### config.mk
export PLATFORM = sky130hd
export DESIGN_NAME = disk_head_scheduler_core_flat
export DESIGN_NICKNAME = d
export VERILOG_FILES = /design/src/rtl/dhs_pkg.sv /design/src/rtl/dhs_if.sv /design/src/rtl/dhs_regs.sv /design/src/rtl/dhs_core.sv /design/src/rtl/disk_head_scheduler_core.sv /design/src/flat_wrapper.sv
export SDC_FILE = /design/constraint.sdc
export NUM_CORES = 1
export LEC_CHECK = 0
export BUFFER_PORTS_ARGS = -buffer_cell sky130_fd_sc_hd__buf_2
export CORE_MARGIN = 2
export CORE_UTILIZATION = 30
export CTS_BUF_LIST = sky130_fd_sc_hd__clkbuf_8 sky130_fd_sc_hd__clkbuf_16
export CTS_CLUSTER_DIAMETER = 100
export DETAILED_ROUTE_END_ITERATION = 16
export PLACE_DENSITY = 0.45
export SLEW_MARGIN = 5
export SYNTH_ARGS = -nofsm -noshare
export SYNTH_HDL_FRONTEND = slang
export SYNTH_HIERARCHICAL = 1
export SYNTH_SLANG_ARGS = --single-unit
### constraint.sdc
create_clock -name clk -period 6.9 [get_ports clk]
set_input_delay 1.035 -clock clk [delete_from_list [all_inputs] [get_ports clk]]
set_output_delay 1.035 -clock clk [all_outputs]
set_load 0.05 [all_outputs]
### src/rtl/dhs_pkg.sv
// Package for the disk head scheduler: mode codes, widths and register indexes.
// No dependencies.
package dhs_pkg;
  localparam int MaxRequests = 32;
  localparam int PositionBits = 16;
  localparam int TravelBits = 22;
  localparam logic [TravelBits-1:0] TravelMax = '1;

  typedef enum logic [2:0] {
    MODE_FCFS  = 3'd0,
    MODE_SSTF  = 3'd1,
    MODE_SCAN  = 3'd2,
    MODE_CSCAN = 3'd3,
    MODE_LOOK  = 3'd4,
    MODE_CLOOK = 3'd5
  } mode_t;

  localparam logic [1:0] REG_MODE  = 2'd0;
  localparam logic [1:0] REG_START = 2'd1;
  localparam logic [1:0] REG_CYLS  = 2'd2;
  localparam logic [1:0] REG_UP    = 2'd3;
endpackage

### src/rtl/dhs_if.sv
// Valid/ready channel interfaces for the scheduler's request and position beats.
// Depends on nothing but its parameters.
interface dhs_req_if #(parameter int PW = 16);
  logic          valid;
  logic          ready;
  logic [PW-1:0] request_cylinder;
  logic          last_request;
  modport source(output valid, request_cylinder, last_request, input ready);
  modport sink(input valid, request_cylinder, last_request, output ready);
endinterface

interface dhs_pos_if #(parameter int PW = 16);
  logic          valid;
  logic          ready;
  logic [PW-1:0] head_position;
  logic [21:0]   total_movement;
  logic          last_position;
  logic          overflow;
  modport source(output valid, head_position, total_movement, last_position, overflow,
                 input ready);
  modport sink(input valid, head_position, total_movement, last_position, overflow,
               output ready);
endinterface

### src/rtl/dhs_regs.sv
// APB-style configuration registers of the scheduler.
// Depends on dhs_pkg.
module dhs_regs #(
  parameter int PW = dhs_pkg::PositionBits
) (
  input  logic          clk,
  input  logic          rst_n,
  input  logic          cfg_psel,
  input  logic          cfg_penable,
  input  logic          cfg_pwrite,
  input  logic [3:0]    cfg_paddr,
  input  logic [31:0]   cfg_pwdata,
  output logic [31:0]   cfg_prdata,
  output logic [2:0]    mode,
  output logic [PW-1:0] start_pos,
  output logic [PW-1:0] cyl_count,
  output logic          sweep_up
);
  logic [2:0]    mode_r;
  logic [PW-1:0] start_r;
  logic [PW-1:0] cyls_r;
  logic          up_r;
  logic          wr_en;
  logic [1:0]    idx;

  assign wr_en = cfg_psel & cfg_penable & cfg_pwrite;
  assign idx   = cfg_paddr[3:2];

  always_ff @(posedge clk) begin
    if (!rst_n) begin
      mode_r  <= dhs_pkg::MODE_CLOOK;
      start_r <= PW'(15);
      cyls_r  <= PW'(100);
      up_r    <= 1'b1;
    end else if (wr_en) begin
      unique case (idx)
        dhs_pkg::REG_MODE:  mode_r  <= cfg_pwdata[2:0];
        dhs_pkg::REG_START: start_r <= PW'(cfg_pwdata[15:0]);
        dhs_pkg::REG_CYLS:  cyls_r  <= PW'(cfg_pwdata[15:0]);
        dhs_pkg::REG_UP:    up_r    <= cfg_pwdata[0];
        default: ;
      endcase
    end
  end

  always_comb begin
    unique case (idx)
      dhs_pkg::REG_MODE:  cfg_prdata = 32'(mode_r);
      dhs_pkg::REG_START: cfg_prdata = 32'(start_r);
      dhs_pkg::REG_CYLS:  cfg_prdata = 32'(cyls_r);
      dhs_pkg::REG_UP:    cfg_prdata = 32'(up_r);
      default:            cfg_prdata = '0;
    endcase
  end

  assign mode      = mode_r;
  assign start_pos = start_r;
  assign cyl_count = cyls_r;
  assign sweep_up  = up_r;
endmodule

### src/rtl/dhs_core.sv
// Sequencer of the scheduler: request memory, scan over stored requests with one
// shared compare unit, and the result register. Depends on dhs_pkg and dhs_if.
module dhs_core #(
  parameter int MAXR = dhs_pkg::MaxRequests,
  parameter int PW   = dhs_pkg::PositionBits
) (
  input  logic          clk,
  input  logic          rst_n,
  input  logic [2:0]    mode,
  input  logic [PW-1:0] start_pos,
  input  logic [PW-1:0] cyl_count,
  input  logic          sweep_up,
  dhs_req_if.sink       req,
  dhs_pos_if.source     pos
);
  localparam int IW = (MAXR > 1) ? $clog2(MAXR) : 1;
  localparam int CW = $clog2(MAXR + 1);
  localparam int TW = dhs_pkg::TravelBits;

  typedef enum logic [5:0] {
    S_LOAD  = 6'b000001,
    S_SCAN  = 6'b000010,
    S_LAST  = 6'b000100,
    S_PICK  = 6'b001000,
    S_EMIT  = 6'b010000,
    S_CLEAR = 6'b100000
  } state_t;

  state_t          state_r;
  logic [PW-1:0]   mem [MAXR];
  logic [PW-1:0]   rd_r;
  logic [MAXR-1:0] served_r;
  logic [CW-1:0]   count_r;
  logic [CW-1:0]   remain_r;
  logic            drop_r;
  logic [IW-1:0]   idx_r;
  logic [IW-1:0]   best_r;
  logic            found_r;
  logic [PW-1:0]   bval_r;
  logic [PW-1:0]   bdist_r;
  logic [PW-1:0]   head_r;
  logic [PW-1:0]   cur_r;
  logic [PW-1:0]   key_r;
  logic            dir_r;
  logic            wrap_r;
  logic [2:0]      mode_r;
  logic [PW-1:0]   cyls_r;
  logic [TW-1:0]   travel_r;
  logic [PW-1:0]   pend_r;      // pending far-edge move of C-SCAN
  logic            pend_v_r;
  logic [7:0]      guard_r;
  logic            ovf_r;
  logic            out_v_r;
  logic [PW-1:0]   out_pos_r;
  logic [TW-1:0]   out_tot_r;
  logic            out_last_r;
  logic            out_ovf_r;

  // Result move: target and whether it closes the batch.
  logic [PW-1:0]   mv_tgt;
  logic            mv_go;
  logic            mv_last;
  logic            mv_serve;

  // Shared compare unit: looks at entry rd_r (read from index cidx_r in the pipe).
  logic [IW-1:0]   cidx_r;
  logic            cval_r;
  logic            cand;
  logic            better;
  logic [PW-1:0]   cdist;
  logic            is_sweep;
  logic            acc;

  function automatic logic [TW-1:0] mv_sum_c(input logic [TW-1:0] tot,
                                             input logic [PW-1:0] a,
                                             input logic [PW-1:0] b);
    logic [PW-1:0] d;
    logic [TW:0]   s;
    d = (a > b) ? a - b : b - a;
    s = {1'b0, tot} + (TW+1)'(d);
    return s[TW] ? dhs_pkg::TravelMax : s[TW-1:0];
  endfunction

  assign is_sweep = (mode_r == dhs_pkg::MODE_SCAN) || (mode_r == dhs_pkg::MODE_CSCAN) ||
                    (mode_r == dhs_pkg::MODE_LOOK) || (mode_r == dhs_pkg::MODE_CLOOK);

  assign cdist = (rd_r > head_r) ? rd_r - head_r : head_r - rd_r;
  always_comb begin
    cand = cval_r && !served_r[cidx_r];
    better = 1'b0;
    if (mode_r == dhs_pkg::MODE_SSTF) begin
      better = !found_r || cdist < bdist_r || (cdist == bdist_r && rd_r < bval_r);
    end else if (is_sweep) begin
      if (dir_r) better = rd_r >= key_r && (!found_r || rd_r < bval_r);
      else       better = rd_r <= key_r && (!found_r || rd_r > bval_r);
    end else begin
      better = !found_r;  // FCFS: first unserved in arrival order
    end
    cand = cand && better;
  end

  assign req.ready = (state_r == S_LOAD) && !out_v_r;
  assign pos.valid = out_v_r;
  assign pos.head_position  = out_pos_r;
  assign pos.total_movement = out_tot_r;
  assign pos.last_position  = out_last_r;
  assign pos.overflow       = out_ovf_r;

  assign acc = req.valid && req.ready;

  always_ff @(posedge clk) begin
    if (acc && count_r < CW'(MAXR)) mem[count_r[IW-1:0]] <= req.request_cylinder;
    rd_r <= mem[idx_r];
  end

  // Decision made at end of a scan (S_PICK).
  always_comb begin
    mv_go    = 1'b0;
    mv_tgt   = bval_r;
    mv_serve = 1'b0;
    if (found_r) begin
      mv_go = 1'b1;
      mv_serve = 1'b1;
    end else if (mode_r == dhs_pkg::MODE_SCAN || mode_r == dhs_pkg::MODE_CSCAN) begin
      mv_go  = !wrap_r;
      mv_tgt = dir_r ? cyls_r : '0;
    end
  end
  assign mv_last = mv_serve && remain_r == CW'(1);

  always_ff @(posedge clk) begin
    if (!rst_n) begin
      state_r  <= S_LOAD;
      served_r <= '0;
      count_r  <= '0;
      drop_r   <= 1'b0;
      out_v_r  <= 1'b0;
      head_r   <= '0;
      travel_r <= '0;
      pend_v_r <= 1'b0;
      dir_r    <= 1'b0;
      wrap_r   <= 1'b0;
      found_r  <= 1'b0;
      cval_r   <= 1'b0;
      idx_r    <= '0;
      remain_r <= '0;
      guard_r  <= '0;
    end else begin
      unique case (state_r)
        S_LOAD: begin
          if (acc) begin
            if (count_r < CW'(MAXR)) count_r <= count_r + 1'b1;
            else drop_r <= 1'b1;
            if (req.last_request) begin
              mode_r   <= mode;
              cyls_r   <= cyl_count;
              dir_r    <= sweep_up;
              head_r   <= start_pos;
              cur_r    <= start_pos;
              key_r    <= start_pos;
              travel_r <= '0;
              ovf_r    <= drop_r || count_r >= CW'(MAXR);
              remain_r <= (count_r < CW'(MAXR)) ? count_r + 1'b1 : count_r;
              guard_r  <= '0;
              wrap_r   <= 1'b0;
              out_v_r    <= 1'b1;
              out_pos_r  <= start_pos;
              out_tot_r  <= '0;
              out_ovf_r  <= drop_r || count_r >= CW'(MAXR);
              out_last_r <= 1'b0;
              state_r <= S_EMIT;
            end
          end
        end
        S_EMIT: begin
          // Wait for the result register, then send a pending C-SCAN edge move, begin the next scan or finish.
          if (!out_v_r || pos.ready) begin
            if (pend_v_r) begin
              pend_v_r   <= 1'b0;
              head_r     <= pend_r;
              travel_r   <= (mv_sum_c(travel_r, head_r, pend_r));
              out_v_r    <= 1'b1;
              out_pos_r  <= pend_r;
              out_tot_r  <= mv_sum_c(travel_r, head_r, pend_r);
              out_last_r <= 1'b0;
              out_ovf_r  <= ovf_r;
            end else begin
              out_v_r <= 1'b0;
              if (remain_r == '0) begin
                state_r <= S_CLEAR;
              end else begin
                idx_r   <= '0;
                cval_r  <= 1'b0;
                found_r <= 1'b0;
                state_r <= S_SCAN;
              end
            end
          end
        end
        S_SCAN: begin
          cval_r <= 1'b1;
          cidx_r <= idx_r;
          if (cand) begin
            found_r <= 1'b1;
            best_r  <= cidx_r;
            bval_r  <= rd_r;
            bdist_r <= cdist;
          end
          if (CW'(idx_r) == count_r - 1'b1) state_r <= S_LAST;
          else idx_r <= idx_r + 1'b1;
        end
        S_LAST: begin
          cval_r <= 1'b0;
          if (cand) begin
            found_r <= 1'b1;
            best_r  <= cidx_r;
            bval_r  <= rd_r;
            bdist_r <= cdist;
          end
          state_r <= S_PICK;
        end
        S_PICK: begin
          guard_r <= guard_r + 1'b1;
          if (mv_serve) begin
            served_r[best_r] <= 1'b1;
            remain_r <= remain_r - 1'b1;
            key_r    <= bval_r;
            cur_r    <= bval_r;
            wrap_r   <= 1'b0;
          end else if (!is_sweep || wrap_r ||
                       guard_r >= 8'(4 * MAXR + 3)) begin
            remain_r <= '0;   // nothing left to find
          end else if (mode_r == dhs_pkg::MODE_SCAN || mode_r == dhs_pkg::MODE_LOOK) begin
            // The search key stays at the last served request after a turn.
            dir_r <= !dir_r;
            key_r <= cur_r;
          end else begin
            // Circular modes rescan from the far end; C-SCAN adds edge moves to both ends.
            wrap_r <= 1'b1;
            key_r  <= dir_r ? '0 : '1;
            if (mode_r == dhs_pkg::MODE_CSCAN) begin
              pend_v_r <= 1'b1;
              pend_r   <= dir_r ? '0 : cyls_r;
            end
          end
          if (mv_go) begin
            head_r     <= mv_tgt;
            travel_r   <= mv_sum_c(travel_r, head_r, mv_tgt);
            out_v_r    <= 1'b1;
            out_pos_r  <= mv_tgt;
            out_tot_r  <= mv_sum_c(travel_r, head_r, mv_tgt);
            out_last_r <= mv_last;
            out_ovf_r  <= ovf_r;
          end
          if (!mv_serve && (!is_sweep || wrap_r || guard_r >= 8'(4 * MAXR + 3)))
            state_r <= S_CLEAR;
          else state_r <= S_EMIT;
        end
        S_CLEAR: begin
          // Batch closes once the final beat has left.
          if (!out_v_r || pos.ready) begin
            out_v_r  <= 1'b0;
            served_r <= '0;
            count_r  <= '0;
            drop_r   <= 1'b0;
            state_r  <= S_LOAD;
          end
        end
        default: state_r <= S_LOAD;
      endcase
    end
  end
endmodule

### src/rtl/disk_head_scheduler_core.sv
// Top level of the disk head scheduler: configuration registers and the sequencer.
// Depends on dhs_pkg, dhs_if, dhs_regs and dhs_core.
//
//  channel  direction  beat contents
//  in_      sink       request_cylinder, last_request
//  out_     source     head_position, total_movement, last_position, overflow
//  cfg_     APB slave  scheduling_mode, start_position, cylinder_count, sweep_upward
//
// Request beats are accepted while the sequencer loads; the closing beat starts the schedule and the
// start position is offered on the next cycle.
// Each scan passes the N stored requests through the single compare unit. A served
// position takes one scan, or two when a SCAN or LOOK sweep turns or a C-SCAN or
// C-LOOK sweep wraps; the second C-SCAN edge beat is sent from the emit state
// before the next scan begins.
// Reset is synchronous and active low; no clearing pass is needed.
// A stalled output holds the sequencer until the beat is taken.
module disk_head_scheduler_core #(
  parameter int MAX_REQUESTS  = dhs_pkg::MaxRequests,
  parameter int POSITION_BITS = dhs_pkg::PositionBits
) (
  input  logic        clk,
  input  logic        rst_n,
  dhs_req_if.sink     in_chan,
  dhs_pos_if.source   out_chan,
  input  logic        cfg_psel,
  input  logic        cfg_penable,
  input  logic        cfg_pwrite,
  input  logic [3:0]  cfg_paddr,
  input  logic [31:0] cfg_pwdata,
  output logic [31:0] cfg_prdata,
  output logic        cfg_pready
);
  logic [2:0]               mode;
  logic [POSITION_BITS-1:0] start_pos;
  logic [POSITION_BITS-1:0] cyl_count;
  logic                     sweep_up;

  assign cfg_pready = 1'b1;

  dhs_regs #(.PW(POSITION_BITS)) u_regs (
    .clk, .rst_n, .cfg_psel, .cfg_penable, .cfg_pwrite, .cfg_paddr, .cfg_pwdata,
    .cfg_prdata, .mode, .start_pos, .cyl_count, .sweep_up
  );

  dhs_core #(.MAXR(MAX_REQUESTS), .PW(POSITION_BITS)) u_core (
    .clk, .rst_n, .mode, .start_pos, .cyl_count, .sweep_up,
    .req(in_chan), .pos(out_chan)
  );
endmodule
### src/flat_wrapper.sv
// flat-port wrapper written by rule: the top's interface ports become plain ports
module disk_head_scheduler_core_flat 
#(
  parameter int MAX_REQUESTS  = dhs_pkg::MaxRequests,
  parameter int POSITION_BITS = dhs_pkg::PositionBits
)
  (clk, rst_n, cfg_psel, cfg_penable, cfg_pwrite, cfg_paddr, cfg_pwdata, cfg_prdata, cfg_pready, in_chan_valid, in_chan_request_cylinder, in_chan_last_request, in_chan_ready, out_chan_valid, out_chan_head_position, out_chan_total_movement, out_chan_last_position, out_chan_overflow, out_chan_ready);
  dhs_req_if in_chan_i ();
  dhs_pos_if out_chan_i ();
  input  logic clk;
  input  logic rst_n;
  input  logic cfg_psel;
  input  logic cfg_penable;
  input  logic cfg_pwrite;
  input  logic [3:0] cfg_paddr;
  input  logic [31:0] cfg_pwdata;
  output logic [31:0] cfg_prdata;
  output logic cfg_pready;
  input wire logic [$bits(in_chan_i.valid)-1:0] in_chan_valid;
  input wire logic [$bits(in_chan_i.request_cylinder)-1:0] in_chan_request_cylinder;
  input wire logic [$bits(in_chan_i.last_request)-1:0] in_chan_last_request;
  output wire logic [$bits(in_chan_i.ready)-1:0] in_chan_ready;
  output wire logic [$bits(out_chan_i.valid)-1:0] out_chan_valid;
  output wire logic [$bits(out_chan_i.head_position)-1:0] out_chan_head_position;
  output wire logic [$bits(out_chan_i.total_movement)-1:0] out_chan_total_movement;
  output wire logic [$bits(out_chan_i.last_position)-1:0] out_chan_last_position;
  output wire logic [$bits(out_chan_i.overflow)-1:0] out_chan_overflow;
  input wire logic [$bits(out_chan_i.ready)-1:0] out_chan_ready;
  assign in_chan_i.valid = in_chan_valid;
  assign in_chan_i.request_cylinder = in_chan_request_cylinder;
  assign in_chan_i.last_request = in_chan_last_request;
  assign in_chan_ready = in_chan_i.ready;
  assign out_chan_valid = out_chan_i.valid;
  assign out_chan_head_position = out_chan_i.head_position;
  assign out_chan_total_movement = out_chan_i.total_movement;
  assign out_chan_last_position = out_chan_i.last_position;
  assign out_chan_overflow = out_chan_i.overflow;
  assign out_chan_i.ready = out_chan_ready;
  disk_head_scheduler_core #(.MAX_REQUESTS(MAX_REQUESTS), .POSITION_BITS(POSITION_BITS)) u_core (.clk(clk), .rst_n(rst_n), .in_chan(in_chan_i), .out_chan(out_chan_i), .cfg_psel(cfg_psel), .cfg_penable(cfg_penable), .cfg_pwrite(cfg_pwrite), .cfg_paddr(cfg_paddr), .cfg_pwdata(cfg_pwdata), .cfg_prdata(cfg_prdata), .cfg_pready(cfg_pready));
endmodule
### Yosys cells after proc, flatten, opt, wreduce, memory -nomap -nowiden

Memory sizes are Yosys's and may differ from the RTL's. A register that Yosys moved wholly into a read port is not among the register bits.
Index checks and enable logic that the tools add are counted.

| word-level totals | value |
|---|---|
| register bits | 294 |
| memory bits (writable) | 512 |
| memories kept | 1 |

Memories:

| memory | depth | bits a word | read ports | clocked after memory_dff | wr ports | line | RTL |
|---|---|---|---|---|---|---|---|
| u_core.u_core.mem | 32 | 16 | 1 | 1 | 1 | dhs_core.sv:30 | `logic [PW-1:0] mem [MAXR];` |

| cells by class | value |
|---|---|
| add/subtract/negate cells | 13 |
| magnitude comparators | 14 |
| equal/unequal tests | 38 |
| mux-type cells | 112 |
| bitwise gates (word level) | 6 |
| reductions and logical operators | 67 |

Operators by type and width:

| operator | number |
|---|---|
| $mux 16 | 16 |
| $mux 22 | 7 |
| $pmux 32 s4 | 1 |
| $sub 16x16->16 | 6 |
| $mux 6 | 15 |
| $pmux 22 s3 | 1 |
| $gt 16x16->1 | 4 |
| $mux 32 | 2 |
| $pmux 16 s2 | 2 |
| $pmux 32 s2 | 1 |
| $pmux 16 s3 | 1 |
| $add 22x16->23 | 2 |
| $mux 1 | 44 |
| $pmux 6 s6 | 1 |
| $reduce_and 6->1 | 6 |
| $ne 2x2->1 const B | 17 |
| $lt 16x16->1 | 2 |
| $or 32x32->32 | 1 |
| $reduce_and 5->1 | 5 |
| $pmux 6 s2 | 2 |
| $mux 5 | 4 |
| $eq 16x16->1 | 1 |
| $ge 16x16->1 | 1 |
| $le 16x16->1 | 1 |
| other kinds (46) | 107 |

### Depth between registers and ports, before layout

Gate-level depths: netlist of run 1.

| depth | value |
|---|---|
| depth after elaboration | 10 |
| mapped depth | 28 |
| depth with buffers taken out | 24 |

### By module

The synthesis of run 1 kept the hierarchy.

By module, submodules not included:

| module | times used | cells each | area each (um^2) | sequential area each (um^2) |
|---|---|---|---|---|
| dhs_core | 1 | 2,882 | 38,425.6 | 22,361.4 |
| dhs_regs | 1 | 194 | 1,793.0 | 720.7 |
| disk_head_scheduler_core | 1 | 2 | 11.3 | 0.0 |

### Worst setup path before layout of run 1

No wires, ideal clock.

| timing path | value |
|---|---|
| path kind | flip-flop to flip-flop |
| from | register u_core.u_core.mode_r[1] |
| to | register u_core.u_core.travel_r[11] |
| library setup time | 115 ps |
| arrival time | 5,764 ps |
| data required time | 6,785 ps |
| slack | 1,022 ps |
| stages on the path, launching flop included | 26 |
| path buffers | 4 |
| clock period less this slack | 5,878 ps |
| cells stage by stage | edfxtp_1 -> ha_1 -> nor2b_1 -> clkbuf_1 -> clkbuf_1 -> a31oi_1 -> inv_1 -> ha_1 -> buf_2 -> nand4_1 -> nor4_2 -> mux2i_1 -> o21a_1 -> nor2_1 -> buf_4 -> mux2_4 -> o21ai_0 -> xor2_1 -> ha_1 -> a21o_1 -> or3_1 -> o21a_1 -> a221o_1 -> o2bb2ai_2 -> a221o_1 -> o21ba_1 |

| on the way | value |
|---|---|
| cells in the longest elaborated chain, start to end | 10 |

Ends and longest elaborated chain:

| element | line | RTL |
|---|---|---|
| from (decl) | dhs_core.sv:46 | `logic [2:0] mode_r;` |
| from (signal assigned) | dhs_core.sv:155 | `mode_r <= mode;` |
| $eq 3x2->1 | dhs_core.sv:124 | `end else if (mode_r == dhs_pkg::MODE_SCAN \|\| mode_r == dhs_pkg::MODE_CSCAN) begin` |
| $logic_or 1x1->1 * | dhs_core.sv:124 |  |
| $mux 16 | dhs_core.sv:124 |  |
| $mux 16 | dhs_core.sv:121 | `if (found_r) begin` |
| $sub 16x16->16 / $gt 16x16->1 (equally long branches) | dhs_core.sv:79 | `d = (a > b) ? a - b : b - a;` |
| $mux 16 | dhs_core.sv:79 |  |
| $add 22x16->23 | dhs_core.sv:80 | `s = {1'b0, tot} + (TW+1)'(d);` |
| $mux 22 | dhs_core.sv:81 | `return s[TW] ? dhs_pkg::TravelMax : s[TW-1:0];` |
| $mux 22 | dhs_core.sv:246 | `if (mv_go) begin` |
| $pmux 22 s3 | dhs_core.sv:149 | `unique case (state_r)` |
| to (signal assigned) | dhs_core.sv:181 | `travel_r <= (mv_sum_c(travel_r, head_r, pend_r));` |
| to (signal assigned) | dhs_core.sv:248 | `travel_r <= mv_sum_c(travel_r, head_r, mv_tgt);` |
| to (decl) | dhs_core.sv:48 | `logic [TW-1:0] travel_r;` |

Every way passes the cells marked *; elsewhere a longest branch is shown, timed or not. The select of a mux whose other input is x is not followed.
A chain may end at the register's enable or synchronous reset.

### Worst setup path in the final report of run 1

| timing path | value |
|---|---|
| from | register u_core.u_core.mode_r[2] |
| to | register u_core.u_core.out_tot_r[15], in the netlist u_core/u_core/pos.total_movement[15], data pin |

| on the way | value |
|---|---|
| cells in the longest elaborated chain, start to end | 10 |

Ends and longest elaborated chain:

| element | line | RTL |
|---|---|---|
| $eq 3x2->1 | dhs_core.sv:124 |  |
| $logic_or 1x1->1 * | dhs_core.sv:124 |  |
| $mux 16 * | dhs_core.sv:124 |  |
| $mux 16 * | dhs_core.sv:121 |  |
| $sub 16x16->16 / $gt 16x16->1 (equally long branches) | dhs_core.sv:79 |  |
| $mux 16 * | dhs_core.sv:79 |  |
| $add 22x16->23 * | dhs_core.sv:80 |  |
| $mux 22 * | dhs_core.sv:81 |  |
| $mux 22 * | dhs_core.sv:246 |  |
| $pmux 22 s3 * | dhs_core.sv:149 |  |
| to (signal assigned) | dhs_core.sv:184 | `out_tot_r <= mv_sum_c(travel_r, head_r, pend_r);` |
| to (signal assigned) | dhs_core.sv:251 | `out_tot_r <= mv_sum_c(travel_r, head_r, mv_tgt);` |
| to (decl) | dhs_core.sv:55 | `logic [TW-1:0] out_tot_r;` |

Marks and branches as above.

==> results.cfg, run 1 <==
[placed_design]
dp_hpwl_um = 77700
portBuffers = 99
post-place-ws_ns = 0.421
place_congestion = 0.879
post_dp_cell_area_mm2 = 0.0431

[final_layout]
drive_gt1_share_pct = 18.8
multi_input_area_mm2 = 0.0159
design_area_mm2 = 0.0461
fillers = 13100
area_delta_synth_final_pct = 14.7
seqCellArea_mm2 = 0.0231
layout.nets = 3455

[critical_path]
r2r_start = u_core/u_core/mode_r[2]
regToRegSetupSlack_ns = 0.39
path_depth = 25
crit_start = u_core/u_core/mode_r[2]
crit_end = u_core/u_core/pos.total_movement[15]
critical_path_required_ns = 7.32
regToRegEndpoint = u_core/u_core/pos.total_movement[15]
cp_top_family = compound AO/OA/AOI/OAI gates
crit_fanout = 29
crit_top_cell = a21o_1
cp-end-kind = register
setup.worst_path.class = reg2reg
crit_slowest_cell = a221o_1
ff2ff_path_depth = 25
arrival_ns = 6.93
cp_slowest_stage_delay_ns = 0.44
startpoint_type = register
path_buf_inv = 4

[global_route]
grt_pass1_vias = 25300
grt_usage_pct = 16.6
antenna_found_initial = 3
grt_max_degree = 95
overflow = 0
grt_first_pass_wirelength_um = 170000

[power]
swShare_pct = 32.9
pwr-share-clk_pct = 33.1
p_leak_nw = 16.6
power_density_mw_per_mm2 = 324
power.internal_w = 0.0100
combPwrFrac_pct = 27.0
sequentialPowerShare_pct = 39.9
peakVddDrop_uv = 196
p_sw_w = 0.00491

[yosys]
synth_seq_area_share_pct = 57.4
synth_xor_area_share_pct = 1.76
synth_area_per_cell_um2 = 13.1
netlist_area_mm2 = 0.0402
synth_ff_type = edfxtp_1
synthesis.instances = 3078
synthSimpleGateAreaFrac_pct = 8.07
synth_top_area_share_pct = 49.4
synth_seq_cells = 822
synth-edff-count = 662
yosys_warnings = 6
synth_compound_area_share_pct = 11.5
synth_top_family_by_area = multiplexers
synth_fa_ha_area_share_pct = 6.04
async_flop_share_pct = 0
yosys-top-cells-area = edfxtp_1 (49%), mux4_2 (9.5%), dfxtp_1 (8.0%)
yosys.area.top_type = edfxtp_1
synth_mux_area_share_pct = 11.7
yosysUniqueCellTypes = 96

[detailed_routing]
wl_per_cell_um = 22.6
dr.pass1.iters = 5
ant_nets = 0
routed-via-count = 25400
avgViaCountPerCell = 5.03
drc = 0
drtIter0Drc = 1937
wirelength_um = 114000

[run_status]
status = finished, final reports clean

[sta]
setup-violations-final = 0
period_needed_ns = 6.51
max_freq_mhz = 154
hold_viol_final = 0
skew_ns = 0.0300
slew_violations = 0
fin_ws_ns = 0.394
fin_crit_sh_pct = 94.3
fin_tns_setup_ns = 0
tightestPinTransition_ns = 1.08
maxSlewHeadroom_pct = 27.9
rsz0062_at_grt = no

[clock_tree]
cts-htree-levels = 3
post_cts_buffers = 0
cts_tree = done
cts_buffers = 91
clock-sinks = 822
insertion_delay_ns = 0.69
hold_buffers = 0
cts_max_path_buffers = 3
ctsRootBufferMaster = clkbuf_16
ctsResizeCount = 0
clkTransAtPathRegs_ns = 0.06

[floorplan]
num_io_pins = 135
fp.dieW_um = 370
floorplan.initialDensity_pct = 30.2
die_y_um = 370
dieArea_mm2 = 0.137
core.rowCount = 134
coreArea_mm2 = 0.133

[run]
max_cap_violations = 0

[hold_path]
hp-class = reg2reg
## flip-flops by register name, indices dropped and copies added (netlist names), 16 cells and up
signal,count
u_core/u_regs/start_pos,16
u_core/u_core/pend_r,16
u_core/u_core/bdist_r,16
u_core/u_core/served_r,32
u_core/u_core/travel_r,22
u_core/u_core/key_r,16
u_core/u_core/pos.total_movement,22
u_core/u_core/head_r,16
u_core/u_core/cur_r,16
u_core/u_core/rd_r,16
u_core/u_regs/cyl_count,16
u_core/u_core/mem,512
u_core/u_core/pos.head_position,16
u_core/u_core/bval_r,16
u_core/u_core/cyls_r,16
## worst min path at each step
stage | depth (start not counted) | endpoint | startpoint
6_report | 0 | u_core/u_core/cyls_r[2] | u_core/u_regs/cyl_count[2]
2_1_floorplan | 0 | u_core/u_core/cidx_r[4] | u_core/u_core/idx_r[4]
3_3_place_gp | 2 | u_core/u_core/served_r[30] | u_core/u_core/served_r[30]
5_1_grt | 0 | u_core/u_core/cyls_r[11] | u_core/u_regs/cyl_count[11]
4_1_cts | 0 | u_core/u_core/cyls_r[2] | u_core/u_regs/cyl_count[2]
3_5_place_dp | 0 | u_core/u_core/cyls_r[11] | u_core/u_regs/cyl_count[11]
## logic make-up (layout without fill, tap and decap cells)
group,Yosys count,after routing
compound gates,710,710
other cells,2,18
buf+inv,340,529
fa+ha+maj,190,190
xor+xnor,81,81
flops,822,822
simple gates,681,681
mux,252,252
## synthesized netlist by cell type, types with 22 or more instances
cell      number
mux2i_1       55
mux2_2        26
nand4_1       37
buf_4         22
inv_1        163
a21oi_1      218
nand2_1      185
clkbuf_1     103
xnor2_1       44
nand3_1       26
nor2b_1       57
ha_1         183
xor2_1        37
o21ai_0      140
buf_2         25
nor3_1        27
edfxtp_1     662
a21o_1        93
a31oi_1       42
nor2_1       235
mux4_2       170
dfxtp_1      160
## final cells by class
cell class | instances | share of cell area, %
diodes | 1 | 0.00542
clock buffers | 95 | 5.08
clock inverters | 75 | 1.54
inverters | 164 | 1.33
multi-input cells | 1931 | 34.5
flip-flops and latches | 822 | 50.1
well taps | 1768 | 4.80
repair buffers | 195 | 2.72
## through the flow
stage | hold slack [ns] | cells | utilization (%) | power (W)
CTS | 0.452 | 5050 | 34.6 | 0.0151
global route | 0.471 | 5050 | 34.6 | 0.0158
detailed placement | 0.447 | 4880 | 32.3 | 0.0101
global placement | 0.446 | 4880 | 32.3 | 0.0101
finish | 0.458 | 5051 | 34.6 | 0.0149
floorplan | 0.406 | 3093 | - | 0.00886
## power by group through the flow
stage	Combinational [W]	Clock, W	Sequential, W
CTS	0.00406	0.00510	0.00597
global route	0.00447	0.00529	0.00599
finish	0.00403	0.00494	0.00596
detailed placement	0.00404	0	0.00607
floorplan	0.00272	0	0.00614
global placement	0.00406	0	0.00607
## cells in the final DEF, fill, tap and decap left out, types with 99 or more instances in the layout
cell,instances
a21oi_1,218
buf_2,99
dfxtp_1,156
edfxtp_1,662
ha_1,183
inv_1,188
mux4_2,170
nand2_1,184
nor2_1,199
o21ai_0,140
## routing by layer
metal / vias up / share of wire [%] / global-route usage (%)
met1: 12800 / 46 / 22.9
met4: 4 / 2.5 / 4.39
met2: 492 / 48 / 27.1
li1: 11900 / - / -
met3: 137 / 3.5 / 2.38
met5: - / 0.027 / 0
Note: power is estimated with default switching activity, not from simulation.
==> run 2, diff against run 1 <==
==> constraint.sdc (replaced) <==
create_clock -name clk -period 6.9 [get_ports clk]
set_input_delay 0.69 -clock clk [delete_from_list [all_inputs] [get_ports clk]]
set_output_delay 0.69 -clock clk [all_outputs]
set_load 0.05 [all_outputs]
==> run 2 against run 1 <==
Net effect: worst setup slack gained 0.083 ns; via count grew 0.62%; power shrank 0.54%; clock power shrank 2%; sequential share of layout area is essentially flat; worst hold slack lost 0.20 ns; clock skew grew 0.017 ns; design area is essentially flat; critical path depth is the same; fmax grew 1.3%; utilization is essentially flat; critical endpoint is now u_core/u_core/travel_r[11]; largest power group unchanged.
==> results.cfg, run 2 (same netlist as run 1, synthesis figures left out) <==
[run_status]
status = finished, final reports clean

[final_layout]
design_area_mm2 = 0.0461
layout_commonest_cell = edfxtp_1
area_delta_synth_final_pct = 14.7
drive_gt1_share_pct = 19.2
antenna_cells = 0
largest_register_ffs = 512
layout.nets = 3459
fillers = 13100
final_cell_mix = edfxtp_1 (662), a21oi_1 (218), nor2_1 (199)

[clock_tree]
ctsResizeCount = 0
clock-sinks = 822
cts-htree-levels = 3
ctsRootBufferMaster = clkbuf_16
cts_buffers = 91
cts_max_path_buffers = 3
post_cts_buffers = 0
clkTransAtPathRegs_ns = 0.06
insertion_delay_ns = 0.71
hold_buffers = 0
cts_tree = done

[sta]
fin_tns_setup_ns = 0
whs_ns = 0.256
fin_crit_sh_pct = 93.1
max_freq_mhz = 156
maxSlewHeadroom_pct = 28.9
period_needed_ns = 6.42
hold_viol_final = 0
skew_ns = 0.0472
rsz0062_at_grt = no
tightestPinTransition_ns = 1.06
slew_violations = 0
setup-violations-final = 0

[detailed_routing]
wirelength_um = 115000
dr.pass1.iters = 7
drtIter0Drc = 1864
routed-via-count = 25600
ant_nets = 0
wl_per_cell_um = 22.7
avgViaCountPerCell = 5.06
drc = 0

[critical_path]
path_depth = 25
startpoint_type = register
arrival_ns = 6.98
cp_slowest_stage_delay_ns = 0.45
crit_slowest_cell = a221o_2
regToRegSetupSlack_ns = 0.48
setup.worst_path.class = reg2reg
r2r_start = u_core/u_core/mode_r[2]
crit_end = u_core/u_core/travel_r[11]
critical_path_required_ns = 7.46
crit_start = u_core/u_core/mode_r[2]
cp-end-kind = register
crit_fanout = 29
regToRegEndpoint = u_core/u_core/travel_r[11]
ff2ff_path_depth = 25
crit_top_cell = a21o_1
path_buf_inv = 4
cp_top_family = compound AO/OA/AOI/OAI gates

[global_route]
grt_pass1_vias = 25400
overflow = 0
grt_first_pass_wirelength_um = 170000
grt_max_degree = 100
grt_usage_pct = 16.6
antenna_found_initial = 4

[power]
p_sw_w = 0.00491
pwr-share-clk_pct = 32.6
sequentialPowerShare_pct = 40.1
peakVddDrop_uv = 208
power_density_mw_per_mm2 = 322
combPwrFrac_pct = 27.4
power.internal_w = 0.00995
p_leak_nw = 16.6
swShare_pct = 33.0

[floorplan]
core.rowCount = 134
die_y_um = 370
dieArea_mm2 = 0.137
fp.dieW_um = 370
coreArea_mm2 = 0.133
num_io_pins = 135
floorplan.initialDensity_pct = 30.2

[placed_design]
post_dp_cell_area_mm2 = 0.0431
dp_hpwl_um = 78000
place_congestion = 0.904
portBuffers = 99

[run]
max_cap_violations = 0

[hold_path]
hp-class = in2reg
==> run 2: cell types whose count changed in the layout (fill, tap and decap cells not counted), sizes merged <==
| cell | change |
|---|---|
| clkinvlp | +3 |
| bufinv | -2 |
| inv | -10 |
| buf | +4 |
| clkinv | +7 |
| diode | -1 |
==> run 2: worst register-to-register path, cell delays in order, from the launching register on <==
cell and delay [ns]:
edfxtp_1 0.42, inv_1 0.09, ha_1 0.15, nor2b_2 0.18
buf_12 0.19, nor2_1 0.10, a31oi_1 0.28, inv_1 0.08
ha_1 0.29, buf_4 0.16, nand4_1 0.15, mux2_2 0.36
a211oi_2 0.31, or2_1 0.39, mux2_2 0.39, o21ai_0 0.10
xor2_1 0.33, ha_1 0.35, a21o_1 0.19, a21o_1 0.17
a21o_1 0.18, a21o_1 0.17, a221o_2 0.45, o2bb2ai_2 0.22
a221o_1 0.40, o21ba_1 0.18
==> run 2: per-layer routing <==
| metal | share of wire (%) | up-vias | global-route usage, % | routed length (um) |
|---|---|---|---|---|
| li1 | - | 11900 | - | - |
| met1 | 46 | 13000 | 22.6 | 52600 |
| met2 | 48 | 498 | 27.8 | 55500 |
| met3 | 4.0 | 147 | 2.51 | 4560 |
| met4 | 1.9 | 4 | 3.64 | 2180 |
| met5 | 0.018 | - | 0 | 21 |
==> run 2: through the flow <==
stage	util (%)	std cells	total power [W]	worst slack (ns)
after global routing	34.6	5052	0.0156	0.0102
after global placement	32.4	4884	0.0101	0.494
after detailed placement	32.4	4884	0.0101	0.425
final	34.6	5052	0.0149	0.477
after floorplan	-	3093	0.00886	1.02
after CTS	34.6	5052	0.0150	0.377
==> run 2: worst min path at each step <==
stage	depth (start not counted)	startpoint	slack (ns)	to
2_1_floorplan	0	u_core/u_core/idx_r[4]	0.41	u_core/u_core/cidx_r[4]
3_3_place_gp	2	u_core/u_core/served_r[4]	0.44	u_core/u_core/served_r[4]
3_5_place_dp	0	u_core/u_regs/cyl_count[4]	0.45	u_core/u_core/cyls_r[4]
4_1_cts	3	cfg_pwdata[5]	0.19	u_core/u_regs/start_pos[5]
5_1_grt	3	cfg_pwdata[5]	0.23	u_core/u_regs/start_pos[5]
6_report	3	cfg_pwdata[5]	0.26	u_core/u_regs/start_pos[5]
==> run 2: layout make-up <==
type / instances / area (um^2) / share of cell area (%)
Clock buffer: 95 / 2340 / 5.08
Inverter: 164 / 616 / 1.33
Timing Repair Buffer: 199 / 1310 / 2.84
Sequential cell: 822 / 23100 / 50.1
Clock inverter: 73 / 629 / 1.36
Tap cell: 1768 / 2210 / 4.80
Multi-Input combinational cell: 1931 / 15900 / 34.5
==> run 2: power by group through the flow <==
stage,sequential [W],clock (W),combinational [W]
final,0.00595,0.00484,0.00406
after CTS,0.00596,0.00499,0.00407
after global routing,0.00599,0.00518,0.00448
after global placement,0.00606,0,0.00407
after detailed placement,0.00606,0,0.00405
after floorplan,0.00614,0,0.00272
